==> config.mk <==
export PLATFORM = sky130hd
export DESIGN_NAME = framed_packet_receiver_unit
export DESIGN_NICKNAME = d
export VERILOG_FILES = /design/src/hdl/fprx_pkg.sv /design/src/hdl/framed_packet_receiver_unit.sv /design/src/hdl/fprx_parser.sv
export SDC_FILE = /design/constraint.sdc
export NUM_CORES = 1
export LEC_CHECK = 0
export BUFFER_PORTS_ARGS = -buffer_cell sky130_fd_sc_hd__buf_2
export CELL_PAD_IN_SITES_DETAIL_PLACEMENT = 0
export CELL_PAD_IN_SITES_GLOBAL_PLACEMENT = 1
export CORE_MARGIN = 2
export CORE_UTILIZATION = 25
export DETAILED_ROUTE_END_ITERATION = 10
export GPL_TIMING_DRIVEN = 0
export PLACE_DENSITY = 0.55
export SLEW_MARGIN = 15
export SYNTH_ARGS = -nofsm -noshare
export SYNTH_HDL_FRONTEND = slang
export SYNTH_SLANG_ARGS = --single-unit
==> constraint.sdc <==
create_clock -name clk -period 3.5 [get_ports clk]
set_input_delay 0.175 -clock clk [delete_from_list [all_inputs] [get_ports clk]]
set_output_delay 0.175 -clock clk [all_outputs]
set_load 0.03 [all_outputs]
==> src/hdl/fprx_pkg.sv <==
// ----------------------------------------------------------------------------
// fprx_pkg
// Shared types and codes for the framed packet receiver.
// ----------------------------------------------------------------------------
`default_nettype none

package fprx_pkg;

    // Largest accepted payload length.
    localparam int unsigned MAX_PAYLOAD = 513;

    localparam int unsigned LEN_W  = 10;
    localparam int unsigned BYTE_W = 8;
    localparam int unsigned CNT_W  = 9;
    localparam int unsigned ID_W   = 16;
    localparam int unsigned IDX_W  = 2;

    // Parser states
    typedef enum logic [2:0] {
        ST_HUNT   = 3'd0,
        ST_START2 = 3'd1,
        ST_CTRL   = 3'd2,
        ST_LEN_LO = 3'd3,
        ST_LEN_HI = 3'd4,
        ST_DATA   = 3'd5,
        ST_END1   = 3'd6,
        ST_END2   = 3'd7
    } parse_state_t;

    // Result kinds
    localparam logic [1:0] KIND_DATA   = 2'd0;
    localparam logic [1:0] KIND_COMMIT = 2'd1;
    localparam logic [1:0] KIND_ABORT  = 2'd2;

    // Error codes
    localparam logic [2:0] ERR_NONE    = 3'd0;
    localparam logic [2:0] ERR_START2  = 3'd1;
    localparam logic [2:0] ERR_CONTROL = 3'd2;
    localparam logic [2:0] ERR_LENGTH  = 3'd3;
    localparam logic [2:0] ERR_END1    = 3'd4;
    localparam logic [2:0] ERR_END2    = 3'd5;
    localparam logic [2:0] ERR_TIMEOUT = 3'd6;

    // Register indexes
    localparam logic [IDX_W-1:0] REG_FRAME_ID   = 2'd0;
    localparam logic [IDX_W-1:0] REG_CODE_COUNT = 2'd1;
    localparam logic [IDX_W-1:0] REG_DMX_CODE   = 2'd2;

    // Input action codes
    localparam logic ACT_BYTE    = 1'b0;
    localparam logic ACT_TIMEOUT = 1'b1;

    typedef struct packed {
        logic [ID_W-1:0]   frame_id;
        logic [CNT_W-1:0]  control_code_count;
        logic [BYTE_W-1:0] dmx_data_code;
    } cfg_t;

    typedef struct packed {
        logic              valid;
        logic [1:0]        kind;
        logic [LEN_W-1:0]  payload_index;
        logic [BYTE_W-1:0] payload_byte;
        logic [BYTE_W-1:0] control_code;
        logic              is_dmx;
        logic [LEN_W-1:0]  frame_length;
        logic [2:0]        error_code;
    } result_t;

endpackage

`default_nettype wire

==> src/hdl/framed_packet_receiver_unit.sv <==
// ----------------------------------------------------------------------------
// framed_packet_receiver_unit
// Length-prefixed frame deframer with streaming payload output.
// ----------------------------------------------------------------------------
// Takes one word per clock unless stalled: a received byte (tuser = 0) or a
// read timeout (tuser = 1). Frames are start-lo, start-hi, control,
// length-lo, length-hi, payload, end-lo, end-hi; start bytes come from
// frame_id, end bytes are their inverse. Lengths above MAX_LEN (default 513)
// abort the frame. Each payload byte leaves at once with its index, and the
// frame closes with a commit or abort word; on abort the consumer must drop
// the payload it already took. Throughput is one word per cycle unless the
// output stalls: the parser updates on each accepted word and a one-deep
// output register holds the result, so m_axis_tvalid rises in the cycle after
// accept. s_axis_tready drops only while the output register is full and
// stalled. Config writes are accepted every cycle and should land while idle.
// ----------------------------------------------------------------------------
`default_nettype none

module framed_packet_receiver_unit
    import fprx_pkg::*;
#(
    parameter int unsigned MAX_LEN = MAX_PAYLOAD
)
(
    input  wire logic              clk,
    input  wire logic              rst_n,
    // config write channel
    input  wire logic              cfg_valid,
    output logic                   cfg_ready,
    input  wire logic [IDX_W-1:0]  cfg_index,
    input  wire logic [ID_W-1:0]   cfg_data,
    // input words
    input  wire logic              s_axis_tvalid,
    output logic                   s_axis_tready,
    input  wire logic [7:0]        s_axis_tdata,   // [7:0] rx_byte
    input  wire logic              s_axis_tuser,   // [0] action
    // result words
    output logic                   m_axis_tvalid,
    input  wire logic              m_axis_tready,
    output logic [39:0]            m_axis_tdata,   // [9:0] payload_index,
                                                   // [17:10] payload_byte,
                                                   // [25:18] control_code,
                                                   // [26] is_dmx,
                                                   // [36:27] frame_length,
                                                   // [39:37] error_code
    output logic [1:0]             m_axis_tuser    // [1:0] kind
);

    cfg_t    cfg_reg;
    result_t result;
    result_t out_reg;
    logic    out_valid_reg;
    logic    step;

    assign cfg_ready     = 1'b1;
    assign s_axis_tready = !out_valid_reg || m_axis_tready;
    assign step          = s_axis_tvalid && s_axis_tready;

    // Config registers; unused index is ignored
    always_ff @(posedge clk or negedge rst_n)
    begin
        if (!rst_n)
        begin
            cfg_reg.frame_id           <= '0;
            cfg_reg.control_code_count <= CNT_W'(256);
            cfg_reg.dmx_data_code      <= '0;
        end
        else if (cfg_valid)
        begin
            unique case (cfg_index)
                REG_FRAME_ID:   cfg_reg.frame_id           <= cfg_data;
                REG_CODE_COUNT: cfg_reg.control_code_count <= cfg_data[CNT_W-1:0];
                REG_DMX_CODE:   cfg_reg.dmx_data_code      <= cfg_data[BYTE_W-1:0];
                default:        cfg_reg                    <= cfg_reg;
            endcase
        end
    end

    fprx_parser #(
        .MAX_LEN (MAX_LEN)
    ) u_parser (
        .clk     (clk),
        .rst_n   (rst_n),
        .step    (step),
        .action  (s_axis_tuser),
        .rx_byte (s_axis_tdata),
        .cfg     (cfg_reg),
        .result  (result)
    );

    // Output register: valid flag reset, payload loaded on accept
    always_ff @(posedge clk or negedge rst_n)
    begin
        if (!rst_n)
            out_valid_reg <= 1'b0;
        else if (s_axis_tready)
            out_valid_reg <= step && result.valid;
    end

    always_ff @(posedge clk)
    begin
        if (step)
            out_reg <= result;
    end

    assign m_axis_tvalid = out_valid_reg;
    assign m_axis_tuser  = out_reg.kind;
    assign m_axis_tdata  = {out_reg.error_code, out_reg.frame_length, out_reg.is_dmx,
                            out_reg.control_code, out_reg.payload_byte,
                            out_reg.payload_index};

endmodule

`default_nettype wire

==> src/hdl/fprx_parser.sv <==
// ----------------------------------------------------------------------------
// fprx_parser
// Frame state machine: holds frame context, updates it on each accepted word
// and forms the result word for that step.
// ----------------------------------------------------------------------------
`default_nettype none

module fprx_parser
    import fprx_pkg::*;
#(
    parameter int unsigned MAX_LEN = MAX_PAYLOAD
)
(
    input  wire logic              clk,
    input  wire logic              rst_n,
    input  wire logic              step,
    input  wire logic              action,
    input  wire logic [BYTE_W-1:0] rx_byte,
    input  wire cfg_t              cfg,
    output result_t                result
);

    parse_state_t      state_reg, state_next;
    logic [BYTE_W-1:0] ctrl_reg, ctrl_next;
    logic [BYTE_W-1:0] len_lo_reg, len_lo_next;
    logic [LEN_W-1:0]  exp_len_reg, exp_len_next;
    logic [LEN_W-1:0]  count_reg, count_next;

    logic              timeout;
    logic [BYTE_W-1:0] start_lo, start_hi;
    logic [15:0]       len_word;
    logic              len_bad;
    logic              ctrl_bad;
    logic              ctrl_known;
    logic [LEN_W-1:0]  count_inc;

    assign timeout    = (action == ACT_TIMEOUT);
    assign start_lo   = cfg.frame_id[7:0];
    assign start_hi   = cfg.frame_id[15:8];
    assign len_word   = {rx_byte, len_lo_reg};
    assign len_bad    = (len_word > 16'(MAX_LEN));
    assign ctrl_bad   = ({1'b0, rx_byte} >= cfg.control_code_count);
    assign ctrl_known = (state_reg >= ST_LEN_LO);
    assign count_inc  = count_reg + LEN_W'(1);

    always_ff @(posedge clk or negedge rst_n)
    begin
        if (!rst_n)
        begin
            state_reg   <= ST_HUNT;
            ctrl_reg    <= '0;
            len_lo_reg  <= '0;
            exp_len_reg <= '0;
            count_reg   <= '0;
        end
        else if (step)
        begin
            state_reg   <= state_next;
            ctrl_reg    <= ctrl_next;
            len_lo_reg  <= len_lo_next;
            exp_len_reg <= exp_len_next;
            count_reg   <= count_next;
        end
    end

    // Next state and context
    always_comb
    begin
        state_next   = state_reg;
        ctrl_next    = ctrl_reg;
        len_lo_next  = len_lo_reg;
        exp_len_next = exp_len_reg;
        count_next   = count_reg;
        if (state_reg == ST_HUNT)
        begin
            if (!timeout && rx_byte == start_lo)
            begin
                state_next = ST_START2;
                count_next = '0;
            end
        end
        else if (timeout)
        begin
            state_next = ST_HUNT;
        end
        else
        begin
            unique case (state_reg)
                ST_START2: state_next = (rx_byte == start_hi) ? ST_CTRL : ST_HUNT;
                ST_CTRL:
                begin
                    if (ctrl_bad)
                        state_next = ST_HUNT;
                    else
                    begin
                        ctrl_next  = rx_byte;
                        state_next = ST_LEN_LO;
                    end
                end
                ST_LEN_LO:
                begin
                    len_lo_next = rx_byte;
                    state_next  = ST_LEN_HI;
                end
                ST_LEN_HI:
                begin
                    if (len_bad)
                        state_next = ST_HUNT;
                    else
                    begin
                        exp_len_next = len_word[LEN_W-1:0];
                        count_next   = '0;
                        state_next   = (len_word[LEN_W-1:0] == '0) ? ST_END1 : ST_DATA;
                    end
                end
                ST_DATA:
                begin
                    count_next = count_inc;
                    if (count_inc >= exp_len_reg)
                        state_next = ST_END1;
                end
                ST_END1: state_next = (rx_byte == ~start_lo) ? ST_END2 : ST_HUNT;
                ST_END2: state_next = ST_HUNT;
                default: state_next = ST_HUNT;
            endcase
        end
    end

    // Result word for this step
    always_comb
    begin
        result               = '0;
        result.payload_index = count_reg;
        result.control_code  = ctrl_known ? ctrl_reg : '0;
        if (state_reg != ST_HUNT)
        begin
            if (timeout)
            begin
                result.valid      = 1'b1;
                result.kind       = KIND_ABORT;
                result.error_code = ERR_TIMEOUT;
            end
            else
            begin
                unique case (state_reg)
                    ST_START2:
                    begin
                        result.valid      = (rx_byte != start_hi);
                        result.kind       = KIND_ABORT;
                        result.error_code = ERR_START2;
                    end
                    ST_CTRL:
                    begin
                        // rejected byte is reported as the control code
                        result.valid        = ctrl_bad;
                        result.kind         = KIND_ABORT;
                        result.error_code   = ERR_CONTROL;
                        result.control_code = rx_byte;
                    end
                    ST_LEN_HI:
                    begin
                        result.valid      = len_bad;
                        result.kind       = KIND_ABORT;
                        result.error_code = ERR_LENGTH;
                    end
                    ST_DATA:
                    begin
                        result.valid        = 1'b1;
                        result.kind         = KIND_DATA;
                        result.payload_byte = rx_byte;
                    end
                    ST_END1:
                    begin
                        result.valid      = (rx_byte != ~start_lo);
                        result.kind       = KIND_ABORT;
                        result.error_code = ERR_END1;
                    end
                    ST_END2:
                    begin
                        result.valid = 1'b1;
                        if (rx_byte != ~start_hi)
                        begin
                            result.kind       = KIND_ABORT;
                            result.error_code = ERR_END2;
                        end
                        else
                        begin
                            result.kind         = KIND_COMMIT;
                            result.frame_length = exp_len_reg;
                        end
                    end
                    default: result.valid = 1'b0;
                endcase
            end
        end
        // control is known once accepted, and for the rejected control byte
        result.is_dmx = (ctrl_known || (state_reg == ST_CTRL && !timeout)) &&
                        (result.control_code == cfg.dmx_data_code);
    end

endmodule

`default_nettype wire

# Word-level counts from Yosys, hierarchy flattened
# Index checks and enable logic that the tools add are counted.
[word_totals]
out_inout_bits = 45
ff_bits = 115
[classes]
n_addsub = 1
n_mux = 27
n_reduce_logical = 27
bitwise = 9
order_cmp = 4
eq_ne = 20
[op_table]
columns = ["operator", "n"]
rows = [
  ["2-to-1 mux 10 bit", 4],
  ["equality test 8 bit", 4],
  ["2-to-1 mux 8 bit", 4],
  ["2-to-1 mux 3 bit", 10],
  ["!= test 8 bit", 3],
  ["case mux 10 bit (2 select lines)", 1],
  ["case mux 3 bit (6 select lines)", 1],
  ["greater-than comparator 16 x 10 -> 1 bit (second input constant)", 1],
  ["NOT 8 bit", 2],
  ["case mux 3 bit (5 select lines)", 1],
  ["AND reduction 5 bit", 3],
  ["equality test 3 bit (second input constant)", 4],
  ["adder 10 x 1 -> 10 bit (second input constant)", 1],
  [">= comparator 10 bit", 1],
  ["logical NOT 10 bit", 1],
  [">= comparator 8 x 9 -> 1 bit", 1],
  ["2-to-1 mux 2 bit", 4],
  ["OR reduction 4 bit", 2],
  ["NOT 1 bit", 7],
  ["equality test 3 x 2 -> 1 bit (second input constant)", 2],
  ["AND reduction 2 bit", 3],
  ["nonzero test 3 bit", 2],
  ["logical AND 1 bit", 5],
  ["case mux 1 bit (5 select lines)", 1],
  ["17 further kinds", 20],
]

# Depth between registers and ports, before layout
# Gate-level depths: netlist of the first run.
[logic_depth]
depth_word = 7
mapped_depth = 11

# Cells and area by module
# Synthesis of the first run repeated with hierarchy kept, for this count alone.
[unflattened]
cells_unflattened = 472
area_unflattened_um2 = 5610.4
[by_module_without_submodules]
columns = ["mod", "instances", "cells_each", "area_each_um2"]
rows = [
  ["fprx_parser", 1, 353, 3049.2],
  ["framed_packet_receiver_unit", 1, 119, 2561.2],
]

# Worst setup path before layout of the first run
# Ideal clock, no wire load.
[synth_timing]
path_type = "flip-flop to flip-flop"
start = "register out_valid_reg, in the netlist m_axis_tvalid"
end = "register u_parser.ctrl_reg[0]"
stages_incl_launch_ff = 6
required_time_ns = 3.375
t_arrival_ns = 2.867
setup_time_ns = 0.125
period_less_slack_ns = 2.992
setup_slack_ns = 0.508
path_cell_list = "dfrtp_1 -> nand2b_1 -> nand2_1 -> inv_1 -> nand4_1 -> mux2_2"
[synth_via]
elab_chain_cells = 4
[synth_lines]
columns = ["item", "line_no", "rtl"]
rows = [
  ["start, declared", "framed_packet_receiver_unit.sv:52", "logic out_valid_reg;"],
  ["start signal, assigned", "framed_packet_receiver_unit.sv:97", "out_valid_reg <= step && result.valid;"],
  ["logical NOT 1 bit", "framed_packet_receiver_unit.sv:56", "assign s_axis_tready = !out_valid_reg || m_axis_tready;"],
  ["logical OR 1 bit", "framed_packet_receiver_unit.sv:56", ""],
  ["named net s_axis_tready", "framed_packet_receiver_unit.sv:34", "output logic s_axis_tready,"],
  ["logical AND 1 bit", "framed_packet_receiver_unit.sv:57", "assign step = s_axis_tvalid && s_axis_tready;"],
  ["named net step", "framed_packet_receiver_unit.sv:53", "logic step;"],
  ["AND reduction 5 bit (no source line)", "n/a", ""],
  ["end signal, assigned", "fprx_parser.sv:59", "ctrl_reg <= ctrl_next;"],
  ["end, declared", "fprx_parser.sv:24", "logic [BYTE_W-1:0] ctrl_reg, ctrl_next;"],
]
# The timed path passes the listed nets, and every way through them passes these cells.
# A chain may end at the register's enable or synchronous reset.

# Worst setup path in the final report of the first run
[layout_timing]
start = "register u_parser.count_reg[0]"
end = "register u_parser.state_reg[2]"
[layout_via]
elab_chain_cells = 4
[layout_lines]
columns = ["item", "line_no", "rtl"]
rows = [
  ["start, declared", "fprx_parser.sv:27", "logic [LEN_W-1:0] count_reg, count_next;"],
  ["start signal, assigned", "fprx_parser.sv:62", "count_reg <= count_next;"],
  ["adder 10 x 1 -> 10 bit", "fprx_parser.sv:44", "assign count_inc = count_reg + LEN_W'(1);"],
  [">= comparator 10 bit", "fprx_parser.sv:119", "if (count_inc >= exp_len_reg)"],
  ["!= test 4 x 2 -> 1 bit (no source line)", "n/a", ""],
  ["AND reduction 3 bit (no source line)", "n/a", ""],
  ["end signal, assigned", "fprx_parser.sv:58", "state_reg <= state_next;"],
  ["end, declared", "fprx_parser.sv:23", "parse_state_t state_reg, state_next;"],
]
# No other way between the ends.

==> flow_summary.rst, run 1 <==
.. list-table::
   :header-rows: 1

   * - Metric
     - Value
   * - Number of levels in the clock H-tree
     - 4
   * - Clock buffer count from CTS
     - 17
   * - Endpoints failing setup
     - 0
   * - Clock-pin transition on the worst setup and hold timing paths
     - 0.05 ns
   * - Area of the multi-input gates
     - 0.002580 sq mm
   * - Most common library cell in the layout ignoring fill and taps
     - sky130_fd_sc_hd__buf_2
   * - Clock skew after layout
     - between 0.009 and 0.01 ns
   * - Hold bufs inserted after CTS
     - 8
   * - Max FO, Critical Path
     - 7
   * - Leading cell types in the layout, fill and taps excluded
     - 77 x sky130_fd_sc_hd__buf_2, 72 x sky130_fd_sc_hd__dfrtp_1, 58 x sky130_fd_sc_hd__mux2_2
   * - FF/Latch Area
     - slightly above 0.003 sq mm
   * - Unique masters post-synth
     - 65
   * - Total die area
     - 0.02482 sq mm
   * - Fin crit share
     - 88.17%
   * - Number of vias after detailed routing
     - 4300
   * - Hold slack
     - roughly 0.026 ns
   * - Library cell appearing most often on the critical path
     - sky130_fd_sc_hd__ha_1
   * - IO Port Bufs
     - 73
   * - DRT Wirelength
     - ~16 mm
   * - Number of synthesized flops with an enable pin
     - 42
   * - Area share of the largest cell type after synthesis
     - a little under a third
   * - Post-CTS Setup Repair Bufs
     - 0
   * - Total count of max-transition violations in the final report
     - 0
   * - DRT Pass-1 Iters
     - 4
   * - Yosys warning count
     - 0
   * - Chip height
     - 157.6 microns
   * - WL per Instance
     - around 17 microns
   * - Number of flip-flops in the largest register
     - 40
   * - Post-Route Setup TNS
     - 0 ns
   * - Layout net count
     - around 650
   * - Net count of the mapped netlist
     - 550
   * - PnR worst setup slack
     - slightly above 0.4 ns
   * - Internal Pwr Total
     - 3245 uW
   * - Overflow left after global routing
     - 0
   * - Flip-flop cell with the highest count after synthesis
     - sky130_fd_sc_hd__dfrtp_1
   * - Unrepaired setup endpoints after global routing
     - false
   * - Shortest period the worst path allows
     - slightly above 3 ns
   * - Residual DRC
     - 0
   * - Starting Density
     - 25.26%
   * - Area growth from synthesis to layout
     - 24.24%
   * - Proportion of power drawn by the clock network
     - between 30% and 40%
   * - Gates resized, CTS repair
     - 0
   * - Insertion delay to the later sink of the worst-skew pair
     - 0.40 ns
   * - Net switching component of the power
     - about 1800 uW
   * - CP Cell Sequence
     - ha_1, nand2_1, or2_2, nor2_1, xor2_1, ha_1, and4_1, o2111ai_1, a31oi_1, nor3_1, or3b_2
   * - Num Clock Sinks
     - between 100 and 150
   * - Seq pwr share
     - 38.0%
   * - Maximum number of pins on one net before global-route repair
     - 57
   * - Data required time of the worst path
     - 3.78 ns
   * - Hold Startpoint
     - cfg_data[8]
   * - Maximum buffer depth of the clock tree
     - 2
   * - Worst EP arrival
     - around 3.4 ns
   * - Worst R2R Path Depth
     - 11
   * - Reg2Reg Setup Slack
     - just over 0.4 ns
   * - Final number of hold-violating endpoints
     - 0
   * - Proportion of layout cells with a drive suffix above 1
     - 30.46%
   * - I/O pins
     - 77
   * - Clock tree from TritonCTS
     - built
   * - Mean instance size in the synthesized netlist
     - between 10 and 15 sq um
   * - Area of the placeable core
     - 0.02333 sq mm
   * - Antenna Cells
     - 0
   * - Net Sw Frac
     - a little over a third
   * - Routed via count divided by cell count
     - approximately 4.6
   * - Synthesis-stage register bit count
     - 115
   * - Pwr/cell area
     - 682.7 mW/mm^2
   * - Gate power share
     - a little under a third
   * - Nature of the critical path endpoint
     - flop
   * - Fraction of the core area covered by cells at the end of the flow
     - a little under a third
   * - Proportion of register bits with asynchronous set or reset after synthesis
     - about 63%
   * - Master of the slowest instance on the critical path
     - sky130_fd_sc_hd__dfrtp_1
   * - Tightest Pin Transition
     - roughly 1.0 ns
   * - Worst hold path cell count
     - 2
   * - # Max-Cap Violations
     - 0
   * - Peak VDD IR
     - 0.3308 mV
   * - Destination of the worst hold path
     - cfg_reg[16]
   * - Critical path type
     - reg2reg
   * - Worst min path class
     - in2reg
   * - Via count of the first global-routing pass
     - ~4400
   * - Row count
     - 56
   * - CP delay by family, top
     - simple AND/OR/NAND/NOR gates
   * - Detailed placement HPWL
     - around 12 mm
   * - Layout fillers
     - around 2300
   * - Critical path launch point type
     - flop
   * - Status
     - completed
   * - Gate count of the mapped netlist
     - between 400 and 500
   * - Relative max-transition margin
     - 30.94%
   * - Endpoint of the worst register-to-register path
     - u_parser.state_reg[2]
   * - Highest attainable clock frequency
     - approximately 320 MHz
   * - Antenna-violating nets left
     - 0
   * - Global-route wire length before repair
     - between 20 and 30 mm
   * - 1st-iter DRT viols
     - between 300 and 400
   * - Summed instance area of the synthesized netlist
     - ~0.006 sq mm
   * - Worst flop-to-flop path startpoint
     - u_parser.count_reg[0]
   * - Initial antenna violation count
     - 0
   * - Largest incremental delay on the critical path
     - 0.46 ns
   * - CP bufs+invs
     - 0
   * - Total routing usage reported by global routing
     - between 10% and 20%
   * - Sequential element share of the synthesized area
     - around 52%
   * - Area leader, netlist
     - sky130_fd_sc_hd__dfrtp_1
   * - CTS root buf
     - sky130_fd_sc_hd__clkbuf_16
   * - Pre-CTS worst setup slack
     - just over 0.4 ns
   * - Synth top area cells
     - sky130_fd_sc_hd__dfrtp_1 31%, sky130_fd_sc_hd__edfxtp_1 21%, sky130_fd_sc_hd__mux2_2 11%
   * - Floorplan die width
     - about 160 microns
   * - Static Leak
     - ~0.0031 uW
   * - Weighted congestion at the end of routability-driven global placement
     - around 0.85
per-layer routing:
metal / vias to the layer above / GRT usage [%] / wire length (microns)
met3: 15 / 2.946 / 785
met4: 0 / 4.632 / 283
met1: 2121 / 18.39 / 7680
met2: 112 / 21.33 / 7428
met5: - / 0 / 0
li1: 2052 / - / -
stage by stage:
stage          instance area, sq um  std cells  total power [uW]
3_3_place_gp                   6659        891              3388
3_5_place_dp                   6715        893              3446
5_1_grt                        7323        933              5289
4_1_cts                        7323        933              5049
2_1_floorplan                  5894        499              2961
6_report                       7323        933              4999
area by class of cell:
| type | count | area share, % |
|---|---|---|
| clock buffer | 21 | 6.014 |
| sequential | 115 | 42.18 |
| clock inverter | 11 | 1.196 |
| tap | 319 | 5.450 |
| inverter | 25 | 1.281 |
| buffer | 29 | 1.879 |
| timing repair buffer | 83 | 6.766 |
| multi-input combinational | 330 | 35.23 |
power groups by stage:
stage	combinational [uW]	clock, uW	sequential, uW
detailed placement	1520	0	1920
CTS	1540	1610	1900
finish	1530	1570	1900
floorplan	893	0	2070
global placement	1470	0	1920
global route	1680	1670	1940
cells by family (layout without fill, tap and decap cells):
kind of cell             Yosys count  in the layout  share of synthesized area, %
AND/OR/NAND/NOR                  145            145                         14.48
flip-flops                       115            115                         52.41
AO/OA/AOI/OAI                     80             80                         9.977
multiplexers                      59             59                         11.25
buffers and inverters             54            169                         3.927
XOR/XNOR                          26             26                         3.863
adder cells (fa/ha/maj)           19             19                         4.033
other                              1              1                       0.06362
synthesized netlist by cell type, drive strengths merged, types with 4 or more instances:
cell type	count
and2	19
ha	19
xor2	15
a31o	4
o211ai	4
o41ai	4
a31oi	6
o21ai	12
clkbuf	20
nor2	20
xnor2	11
buf	9
a211oi	4
nor4b	7
or2	4
nor4	19
a21o	5
inv	24
edfxtp	42
dfrtp	72
nor3	13
nand4	5
a21oi	8
mux2	58
o31a	4
nand3	6
o21a	4
nand2	31
worst max path at each step:
stage / from / end / slack [ns] / cells past startpoint
final: u_parser.count_reg[0] / u_parser.state_reg[2] / 0.41 / 11
after CTS: u_parser.count_reg[0] / u_parser.state_reg[2] / 0.39 / 11
after floorplan: m_axis_tvalid / u_parser.ctrl_reg[0] / 0.51 / 5
after global routing: u_parser.count_reg[0] / u_parser.state_reg[2] / 0.16 / 11
after detailed placement: u_parser.count_reg[0] / u_parser.state_reg[2] / 0.40 / 11
after global placement: m_axis_tvalid / u_parser.ctrl_reg[0] / -0.19 / 5
worst register-to-register path: cells and delay by family (launching register included):
family                     cells  cell delay [ns]
AOI/OAI and AO/OA              2             0.50
xor gates and xnor gates       1             0.26
adders and majority gates      2             0.49
DFF                            1             0.46
and+or+nand+nor                6             1.25
Power figures use the tool's default switching activity.
==> inputs of run 2 (changes only) <==
--- a/config.mk
+++ b/config.mk
@@ -5,15 +5,15 @@
 export SDC_FILE = /design/constraint.sdc
 export NUM_CORES = 1
 export LEC_CHECK = 0
-export BUFFER_PORTS_ARGS = -buffer_cell sky130_fd_sc_hd__buf_2
+export ABC_AREA = 1
+export BUFFER_PORTS_ARGS = -buffer_cell sky130_fd_sc_hd__buf_4
 export CELL_PAD_IN_SITES_DETAIL_PLACEMENT = 0
 export CELL_PAD_IN_SITES_GLOBAL_PLACEMENT = 1
 export CORE_MARGIN = 2
 export CORE_UTILIZATION = 25
 export DETAILED_ROUTE_END_ITERATION = 10
 export GPL_TIMING_DRIVEN = 0
-export PLACE_DENSITY = 0.55
-export SLEW_MARGIN = 15
+export PLACE_DENSITY = 0.58
 export SYNTH_ARGS = -nofsm -noshare
 export SYNTH_HDL_FRONTEND = slang
 export SYNTH_SLANG_ARGS = --single-unit
==> run 2 against run 1 <==
Combinational power is 29% lower. Worst hold slack worse by 0.015 ns. Worst setup slack better by 0.36 ns. Count of clock-buffer cells in the layout stayed put. Routed wire length is 9.9% lower. Global-route usage is 0.81 points lower. Maximum frequency is 13% higher. Utilization is 0.82 points higher. Final area is 0.73% lower. First-iteration DRC count is 36% lower. Sequential power is 5% lower. Critical path type unchanged.
==> flow_summary.rst, run 2 <==
.. list-table::
   :header-rows: 1

   * - Metric
     - Value
   * - Max FO, Critical Path
     - 9 (+2)
   * - Fraction of the core area covered by cells at the end of the flow
     - 32.21% (+0.82 points)
   * - Most common library cell in the layout ignoring fill and taps
     - sky130_fd_sc_hd__nand2_1
   * - Complex-gate fraction of the synthesized area
     - 7.746% (-2.2 points)
   * - Hold bufs inserted after CTS
     - 5 (-3)
   * - Worst EP arrival
     - 3.02 ns (-0.34 ns)
   * - Area leader, netlist
     - sky130_fd_sc_hd__dfrtp_1
   * - Nature of the critical path endpoint
     - flop
   * - Sum of met2 wire segment lengths after detailed routing
     - 6.902 mm (-7.1%)
   * - Weighted congestion at the end of routability-driven global placement
     - 0.7931 (-6.7%)
   * - WL per Instance
     - 13.82 microns (-20%)
   * - Power, Total
     - 4571 uW (-8.6%)
   * - Critical path type
     - reg2reg
   * - Post-synthesis share of cell area spent on xor and xnor gates
     - 3.217% (-0.65 points)
   * - Clock-pin transition on the worst setup and hold timing paths
     - 0.05 ns (about the same)
   * - Routed via count divided by cell count
     - 4.173 (-9.4%)
   * - Total die area
     - 0.02410 sq mm (-2.9%)
   * - Final number of hold-violating endpoints
     - 0 (unchanged)
   * - DRT Wirelength
     - 14.58 mm (-9.9%)
   * - Net count of the mapped netlist
     - 708 (+29%)
   * - Number of levels in the clock H-tree
     - 4 (unchanged)
   * - Status
     - completed
   * - PnR worst setup slack
     - 0.7778 ns (+0.3639 ns)
   * - Synthesis-stage register bit count
     - 115 (unchanged)
   * - Cell with the most instances after synthesis
     - sky130_fd_sc_hd__nand2_1
   * - Num Clock Sinks
     - 115 (unchanged)
   * - Unrepaired setup endpoints after global routing
     - false
   * - Starting Density
     - 25.33% (+0.070 points)
   * - Endpoints failing setup
     - 0 (unchanged)
   * - Data required time of the worst path
     - 3.80 ns (+0.02 ns)
   * - Layout net count
     - 808 (+24%)
   * - # Max-Cap Violations
     - 0 (unchanged)
   * - Yosys warning count
     - 0 (unchanged)
   * - Clock tree from TritonCTS
     - built
   * - CP delay by family, top
     - simple AND/OR/NAND/NOR gates
   * - Initial antenna violation count
     - 0 (unchanged)
   * - Largest incremental delay on the critical path
     - 0.53 ns (+0.07 ns)
   * - Basic-gate share of the synthesized area counting and, or, nand and nor cells
     - 22.36% (+7.9 points)
   * - Area growth from synthesis to layout
     - 27.13%
   * - Pwr/cell area
     - 628.8 mW/mm^2 (-7.9%)
   * - IO Port Bufs
     - 75 (+2.7%)
   * - Fin crit share
     - 77.78% (-10 points)
   * - Library cell appearing most often on the critical path
     - sky130_fd_sc_hd__nand2_1
   * - Sequential element share of the synthesized area
     - 54.03% (+1.6 points)
   * - Relative max-transition margin
     - 33.41% (+2.5 points)
   * - Row count
     - 55 (-1.8%)
   * - Antenna-violating nets left
     - 0 (unchanged)
   * - Area share of the largest cell type after synthesis
     - 31.51% (+0.94 points)
   * - Maximum number of pins on one net before global-route repair
     - 74 (+30%)
   * - Leading cell types in the layout, fill and taps excluded
     - 192 x sky130_fd_sc_hd__nand2_1, 82 x sky130_fd_sc_hd__inv_1, 77 x sky130_fd_sc_hd__buf_4
   * - Number of flip-flops in the largest register
     - 40 (unchanged)
   * - CTS root buf
     - sky130_fd_sc_hd__clkbuf_16
   * - Proportion of layout cells with a drive suffix above 1
     - 18.05% (-12 points)
   * - Area of the placeable core
     - 0.02257 sq mm (-3.3%)
   * - Total routing usage reported by global routing
     - 12.73% (-0.81 points)
   * - CP bufs+invs
     - 2 (+2)
   * - Post-Route Setup TNS
     - 0 ns (unchanged)
   * - Maximum buffer depth of the clock tree
     - 2 (unchanged)
   * - Worst min path class
     - in2reg
   * - Summed instance area of the synthesized netlist
     - 0.005718 sq mm (-3.0%)
   * - DRT Pass-1 Iters
     - 5 (+1)
   * - Proportion of register bits with asynchronous set or reset after synthesis
     - 63.48% (unchanged)
   * - Peak VDD IR
     - 0.2095 mV (-37%)
   * - Gates resized, CTS repair
     - 0 (unchanged)
   * - Tightest Pin Transition
     - 0.9988 ns (-0.03488 ns)
   * - Uppermost layer routed
     - met4
   * - Met1 wire length
     - 7.127 mm (-7.2%)
   * - Global-route wire length before repair
     - 23.45 mm (-6.5%)
   * - Unique masters post-synth
     - 38 (-42%)
   * - Highest attainable clock frequency
     - 367.4 MHz (+13%)
   * - Gate count of the mapped netlist
     - 657 (+32%)
   * - Pre-CTS worst setup slack
     - 0.7833 ns (+0.3799 ns)
   * - Floorplan die width
     - 155.2 microns (-1.5%)
   * - CP Cell Sequence
     - ha_1, nand2_1, nor2_1, nand4_1, xor2_1, inv_1, ha_1, nand2_1, a21oi_1, nor2_1, nand3_1, nor2_1, nand3_1, nand3_1, inv_1, nand2_1, nand2_1
   * - Post-CTS Setup Repair Bufs
     - 0 (unchanged)
   * - Master of the slowest instance on the critical path
     - sky130_fd_sc_hd__dfrtp_1
   * - Multiplexer fraction of the synthesized cell area
     - 1.379% (-9.9 points)
   * - Residual DRC
     - 0 (unchanged)
   * - Static Leak
     - 0.003491 uW (+14%)
   * - Mean instance size in the synthesized netlist
     - 8.703 sq um (-26%)
   * - Dominant combinational cell family by area after synthesis
     - simple AND/OR/NAND/NOR gates
   * - Clock skew after layout
     - 0.007369 ns (-0.001779 ns)
   * - Shortest period the worst path allows
     - 2.722 ns (-0.3639 ns)
   * - Chip height
     - 155.2 microns (-1.5%)
   * - I/O pins
     - 77 (unchanged)
   * - Number of vias after detailed routing
     - 4403 (+2.4%)
   * - Detailed placement HPWL
     - 10.89 mm (-8.5%)
   * - Detailed route wirelength on metal3
     - 398 microns (-49%)
   * - Total count of max-transition violations in the final report
     - 0 (unchanged)
   * - Antenna Cells
     - 0 (unchanged)
   * - Overflow left after global routing
     - 0 (unchanged)
   * - Via count of the first global-routing pass
     - 4300 (-3.1%)
   * - Clock buffer count from CTS
     - 17 (unchanged)
   * - Flip-flop cell with the highest count after synthesis
     - sky130_fd_sc_hd__dfrtp_1
   * - Most used standard cells in the synthesized netlist
     - 192 x sky130_fd_sc_hd__nand2_1, 83 x sky130_fd_sc_hd__inv_1, 72 x sky130_fd_sc_hd__dfrtp_1
   * - 1st-iter DRT viols
     - 205 (-36%)
   * - Critical path launch point type
     - flop
   * - Insertion delay to the later sink of the worst-skew pair
     - 0.41 ns (about the same)
   * - Synth top area cells
     - sky130_fd_sc_hd__dfrtp_1 32%, sky130_fd_sc_hd__edfxtp_1 22%, sky130_fd_sc_hd__nand2_1 13%
   * - Number of synthesized flops with an enable pin
     - 42 (unchanged)
   * - Adder and majority gate portion of the synthesized area
     - 4.158% (+0.12 points)
==> run 2: cell count changes in the layout (fill, tap and decap cells not counted), moves of 31 or more <==
cell,before,now
sky130_fd_sc_hd__nor2_1,20,68
sky130_fd_sc_hd__buf_2,77,4
sky130_fd_sc_hd__o21ai_0,12,43
sky130_fd_sc_hd__nand2_1,30,192
sky130_fd_sc_hd__inv_1,23,82
sky130_fd_sc_hd__buf_4,3,77
sky130_fd_sc_hd__mux2_2,58,7
==> run 2: cells by family (layout without fill, tap and decap cells) <==
family | Yosys count | in the layout
and+or+nand+nor | 306 | 306
DFF | 115 | 115
buffers and inverters | 104 | 217
AOI/OAI and AO/OA | 84 | 84
xor gates and xnor gates | 21 | 21
adders and majority gates | 19 | 19
muxes | 7 | 7
other | 1 | 1
==> run 2: through the flow <==
stage | hold slack, ns | cell area [sq um] | cells
finish | 0.01091 | 7269 | 1055
global route | 0.005568 | 7269 | 1055
CTS | 0.001119 | 7269 | 1055
detailed placement | 0.3985 | 6658 | 1018
global placement | 0.4087 | 6638 | 1017
floorplan | -0.1206 | 5718 | 657
==> run 2: layout make-up <==
cell class                 count  area, sq um
buffer                        13        61.31
clock buffer                  21        450.4
clock inverter                11        111.4
fill                        2402        15300
inverter                      91        341.6
multi-input combinational    438         2226
sequential                   115         3089
tap                          285        356.6
timing repair buffer          81        633.1
==> run 2: metal layers <==
metal  track usage, %  up-vias
li1                 -     2300
met2            20.55       80
met1            17.09     2013
met5                0        -
met3            2.646       10
met4            4.238        0
==> run 2: final timing paths <==
kind | to | slack (ns) | from | cells past startpoint
worst max-delay path | u_parser.state_reg[1] | 0.78 | u_parser.count_reg[0] | 17
worst min-delay path | cfg_reg[27] | 0.01 | cfg_data[10] | 2
worst max register to register | u_parser.state_reg[1] | 0.78 | u_parser.count_reg[0] | 17
worst min register to register | u_parser.exp_len_reg[2] | 0.48 | u_parser.exp_len_reg[2] | 2
max in group asynchronous | cfg_reg[19] | 2.37 | rst_n | 2
min in group asynchronous | u_parser.count_reg[3] | 0.47 | rst_n | 2
==> run 2: power by group <==
part | switching, uW | internal (uW)
registers | 152 | 1660
logic | 707 | 386
clock network | 607 | 1060
